[src/hw/rtl/ssvm_pkg.sv]
// Package: opcodes, fault codes and decode helpers for the stack bytecode core.
package ssvm_pkg;

  localparam int unsigned STACK_WORDS_DEF = 256;
  localparam logic [31:0] END_ADDRESS_DEF = 32'hFFFF_FFFF;
  localparam int unsigned QUEUE_DEPTH = 2;

  typedef enum logic [4:0] {
    OP_NOP = 5'd0, OP_PUSH = 5'd1, OP_PUSHA = 5'd2, OP_TOSS = 5'd3, OP_POPA = 5'd4,
    OP_PUSHW = 5'd5, OP_RET = 5'd6, OP_JMP = 5'd7, OP_AND = 5'd8, OP_OR = 5'd9,
    OP_XOR = 5'd10, OP_NOT = 5'd11, OP_ADD = 5'd12, OP_SUB = 5'd13, OP_MUL = 5'd14,
    OP_DIV = 5'd15, OP_INC = 5'd16, OP_DEC = 5'd17, OP_EQ = 5'd18, OP_GT = 5'd19,
    OP_LT = 5'd20, OP_GE = 5'd21, OP_LE = 5'd22, OP_JS = 5'd23, OP_JC = 5'd24,
    OP_LDA = 5'd25, OP_START = 5'd26
  } op_t;

  localparam logic [2:0] FLT_OK = 3'd0;
  localparam logic [2:0] FLT_OVERFLOW = 3'd1;
  localparam logic [2:0] FLT_UNDERFLOW = 3'd2;
  localparam logic [2:0] FLT_DIV_ZERO = 3'd3;
  localparam logic [2:0] FLT_BAD_OP = 3'd4;
  localparam logic [2:0] FLT_IP_RANGE = 3'd5;

  // classified item handed from front to back
  typedef struct packed {
    logic [4:0]  op;
    logic [31:0] immediate;
    logic [2:0]  fetch_len;
    logic [1:0]  npop;
    logic        npush;
    logic        bad_op;
  } dec_item_t;

  function automatic logic [2:0] fetch_length(input logic [4:0] op);
    logic [2:0] len;
    case (op)
      OP_PUSH, OP_JMP, OP_JS, OP_JC, OP_LDA: len = 3'd5;
      OP_PUSHW: len = 3'd3;
      OP_START: len = 3'd0;
      default: len = 3'd1;
    endcase
    return len;
  endfunction

  function automatic logic [1:0] pop_count(input logic [4:0] op);
    logic [1:0] n;
    case (op)
      OP_TOSS, OP_POPA, OP_RET, OP_NOT, OP_INC, OP_DEC: n = 2'd1;
      OP_AND, OP_OR, OP_XOR, OP_ADD, OP_SUB, OP_MUL, OP_DIV,
      OP_EQ, OP_GT, OP_LT, OP_GE, OP_LE: n = 2'd2;
      default: n = 2'd0;
    endcase
    return n;
  endfunction

  function automatic logic push_count(input logic [4:0] op);
    logic n;
    case (op)
      OP_PUSH, OP_PUSHA, OP_PUSHW, OP_AND, OP_OR, OP_XOR, OP_NOT, OP_ADD, OP_SUB,
      OP_MUL, OP_DIV, OP_INC, OP_DEC, OP_START: n = 1'b1;
      default: n = 1'b0;
    endcase
    return n;
  endfunction

endpackage

[src/hw/rtl/ssvm_front.sv]
// Front end: accepts items, classifies them and queues them for execution.
module ssvm_front
  import ssvm_pkg::*;
(
  input  logic        clk,
  input  logic        rst,
  input  logic        valid,
  output logic        ready,
  input  logic [4:0]  op,
  input  logic [31:0] immediate,
  output logic        q_valid,
  input  logic        q_ready,
  output dec_item_t   q_item
);

  localparam int unsigned QW = $clog2(QUEUE_DEPTH);

  dec_item_t       queue [QUEUE_DEPTH];
  logic [QW-1:0]   wr_ptr;
  logic [QW-1:0]   rd_ptr;
  logic [QW:0]     count;
  logic            push;
  logic            pop;
  dec_item_t       dec;

  always_comb begin
    dec.op = op;
    dec.immediate = immediate;
    dec.fetch_len = fetch_length(op);
    dec.npop = pop_count(op);
    dec.npush = push_count(op);
    dec.bad_op = (op > OP_START);
  end

  assign ready = (count != (QW+1)'(QUEUE_DEPTH));
  assign push = valid && ready;
  assign q_valid = (count != '0);
  assign pop = q_valid && q_ready;
  assign q_item = queue[rd_ptr];

  always_ff @(posedge clk) begin
    if (push) begin
      queue[wr_ptr] <= dec;
    end
  end

  always_ff @(posedge clk) begin
    if (rst) begin
      wr_ptr <= '0;
      rd_ptr <= '0;
      count <= '0;
    end else begin
      if (push) begin
        wr_ptr <= wr_ptr + QW'(1);
      end
      if (pop) begin
        rd_ptr <= rd_ptr + QW'(1);
      end
      count <= count + (QW+1)'(push) - (QW+1)'(pop);
    end
  end

endmodule

[config.mk]
export PLATFORM = sky130hd
export DESIGN_NAME = ssvm_front
export DESIGN_NICKNAME = d
export VERILOG_FILES = /design/src/hw/rtl/ssvm_pkg.sv /design/src/hw/rtl/ssvm_front.sv
export SDC_FILE = /design/constraint.sdc
export NUM_CORES = 1
export LEC_CHECK = 0
export ABC_AREA = 1
export BUFFER_PORTS_ARGS = -buffer_cell sky130_fd_sc_hd__buf_2
export CAP_MARGIN = 10
export CORE_AREA = 5 5 96 98
export DETAILED_ROUTE_END_ITERATION = 10
export DIE_AREA = 0 0 101 103
export GPL_ROUTABILITY_DRIVEN = 0
export PLACE_DENSITY = 0.82
export SKIP_LAST_GASP = 1
export SYNTH_ARGS = -nofsm -noshare
export SYNTH_HDL_FRONTEND = slang
export SYNTH_SLANG_ARGS = --single-unit
[constraint.sdc]
create_clock -name clk -period 2.7 [get_ports clk]
set_input_delay 0.27 -clock clk [delete_from_list [all_inputs] [get_ports clk]]
set_output_delay 0.27 -clock clk [all_outputs]
set_load 0.01 [all_outputs]
==> impl_metrics.yaml <==
status:
  run_status: "complete, no violations"
yosys:
  synth_adder_area_share_pct: 2.27
  synthesized_area_per_cell_um2: 17.3
  synth.yosys.seq_area_share_pct: 71.0
  synth_compound_gate_area_share_pct: 0.648
  syn-num-nets: 271
  ys.warnings.count: 0
  post_synth_mux_area_share_pct: 16.7
  syn_area_um2: 3860
  synth_top_family_by_area: "multiplexers"
  synth.distinct_cells: 14
  synth_xor_area_share_pct: 0
  syn-instance-count: 223
  synth_simple_gate_area_share_pct: 5.05
  synth_seq_cells: 93
setup_path:
  worst_stage_delay_on_the_critical_path_ns: 0.55
  critPathArrivalTime_ns: 1.73
  worst_ep_required_time_ns: 2.43
  worst_path_max_delay_cell: "sky130_fd_sc_hd__dfxtp_2"
  worst-path-max-fanout: 35
  setup.worst_path.end: "q_item[0]"
  setup.worst_path.class: "reg -> out"
  reg_to_reg_start: "count[0]$_SDFF_PP0_"
  timing.critical_path.from_type: "flip-flop"
  regToRegEndpoint: "queue[0][27]$_DFFE_PP_"
  r2r_slack_ns: 0.86
  end_kind: "output port"
  reg2reg_depth: 5
  ordered_list_of_cells_on_the_worst_path: "buf_12, mux2_2, buf_2"
power_and_ir_drop:
  vdd_drop_max_mv: 0.415
  static-leakage-power_nw: 1.87
  power.density_cell_area_nw_per_um2: 847
  final_total_power_w: 0.00387
floorplanning:
  placeable_core_region_um2: 8380
  die_w_um: 101
  rows: 34
  io_pins: 87
  die_height_um: 103
  floorplan.die_area_um2: 10400
  floorplan.initialDensity_pct: 46.1
clock_tree:
  clock-sinks: 93
  path_clk_slew_ns: 0.08
  maximum_root_to_sink_buffer_count: 2
  cts_made_buffers: 9
  postCtsResizedCells: 0
  worstSkewPairLatency_ns: 0.34
  clk_root_buffer_cell: "sky130_fd_sc_hd__clkbuf_8"
  clock_tree_from_tritoncts: "yes"
  cts_max_level: 3
  holdBufCountCts: 0
  cts.repair_timing.setup_buffer_count: 0
route:
  avgRoutedWirePerCell_um: 14.8
  routed_wirelength_um: 6410
  antenna_left: 0
  detailroute.via_count: 2034
  drt-initial-drc-count: 85
  vias_per_cell: 4.70
  drt_pass1_iterations: 4
  remaining_drc_errors: 0
placement:
  placement.setup.worst_slack_ns: 0.854
  port_buffers: 86
  place.detailed.hpwl_um: 4510
cells_and_area:
  final_layout_size_suffix_gt1_share_pct: 46.0
  area_growth_pct: 18.4
  nets: 367
timing:
  layout_setup_ws_ns: 0.696
  post-route-period-util_pct: 74.2
  fin_setup_tns_ns: 0
  max_freq_ghz: 0.499
  worst_pin_slew_ns: 0.663
  layout_min_cycle_time_ns: 2.00
  final-setup-viol-count: 0
  timing_hold_violations_final: 0
  finalMaxSlewViolations: 0
  skew_ns: 0.00820
  maxSlewHeadroom_pct: 55.7
  setup_repair_after_global_routing_missed_its_margin: "no"
global_routing:
  wire_length_of_the_first_global_routing_pass_um: 10100
  gr-total-overflow: 0
  grt_start_max_net_pins: 36
  antenna_violations_before_repair: 0
  first_global_vias: 2145
  grt_util_overall_pct: 12.9
worst_hold_path:
  hold_path.class: "in -> reg"
run:
  maxCapViolCount: 0
[metal layers]
metal,GRT usage (%),vias up,wire [um]
met5,0,-,0
met4,3.68,0,29
met3,5.68,2,559
met2,21.8,77,3180
met1,15.1,963,2630
li1,-,992,-
[report_power, final]
group / total [W] / internal [W] / switching (W)
clock network: 0.000860 / 0.000423 / 0.000437
registers: 0.00191 / 0.00183 / 0.0000838
logic: 0.00110 / 0.000550 / 0.000549
[cells in the final DEF (no fill, tap or decap), types with 4 or more instances in the layout]
cell	n
sky130_fd_sc_hd__nand2_1	24
sky130_fd_sc_hd__clkbuf_8	9
sky130_fd_sc_hd__nand3_1	6
sky130_fd_sc_hd__mux2_4	40
sky130_fd_sc_hd__inv_1	19
sky130_fd_sc_hd__nor2_1	17
sky130_fd_sc_hd__mux2_2	4
sky130_fd_sc_hd__ha_1	7
sky130_fd_sc_hd__edfxtp_1	88
sky130_fd_sc_hd__buf_2	86
sky130_fd_sc_hd__dfxtp_1	4
[logic make-up after synthesis]
kind of cell    after synthesis
compound gates                5
fa+ha+maj                     7
buf+inv                      25
flops                        93
mux                          44
simple gates                 49
[per-stage QoR]
stage	instances	cell area, um2	utilization [%]	hold WS [ns]
floorplan	223	3860	-	0.341
global placement	416	4390	52.4	0.441
detailed placement	416	4390	52.4	0.448
CTS	432	4570	54.5	0.0776
global route	432	4570	54.5	0.0724
finish	433	4570	54.6	0.0982
[cell type report]
type	instances	area (um2)
clock inverter	5	51.3
fill	676	3810
tap	108	135
inverter	20	75.1
antenna	1	2.50
timing repair buffer	90	473
clock buffer	11	131
multi-input combinational	105	961
sequential	93	2740
[worst min path at each step]
stage | from | end | slack (ns) | cells past startpoint
floorplan | rst | count[0]$_SDFF_PP0_ | 0.34 | 1
global placement | rst | count[0]$_SDFF_PP0_ | 0.44 | 2
detailed placement | rst | count[0]$_SDFF_PP0_ | 0.45 | 2
CTS | rst | count[0]$_SDFF_PP0_ | 0.08 | 2
global route | rst | count[0]$_SDFF_PP0_ | 0.07 | 2
finish | rst | count[0]$_SDFF_PP0_ | 0.1 | 2
[sequential cells by signal, summed over array words and instances, names as in the netlist, named ones only]
signal and count:
queue 88, count 2, wr_ptr 1, rd_ptr 1
[cells in the mapped netlist]
cell type                  number  area, um2
sky130_fd_sc_hd__nand3_1        6       30.0
sky130_fd_sc_hd__buf_12         4       80.1
sky130_fd_sc_hd__nand3b_1       1       7.51
sky130_fd_sc_hd__ha_1           7       87.6
sky130_fd_sc_hd__edfxtp_1      88       2640
sky130_fd_sc_hd__nand2_1       24       90.1
sky130_fd_sc_hd__mux2_2         4       45.0
sky130_fd_sc_hd__a21oi_1        2       10.0
sky130_fd_sc_hd__buf_6          1       11.3
sky130_fd_sc_hd__o21ai_0        3       15.0
sky130_fd_sc_hd__dfxtp_1        5        100
sky130_fd_sc_hd__mux2_4        40        601
sky130_fd_sc_hd__nor2_1        18       67.6
sky130_fd_sc_hd__inv_1         20       75.1
[worst max-delay path: cells and delay by family (launching register included)]
kind / cells / cell delay, ns
buffers and inverters: 2 / 0.45
muxes: 1 / 0.37
DFF: 1 / 0.55
No activity file was read; power rests on OpenSTA's default activity.
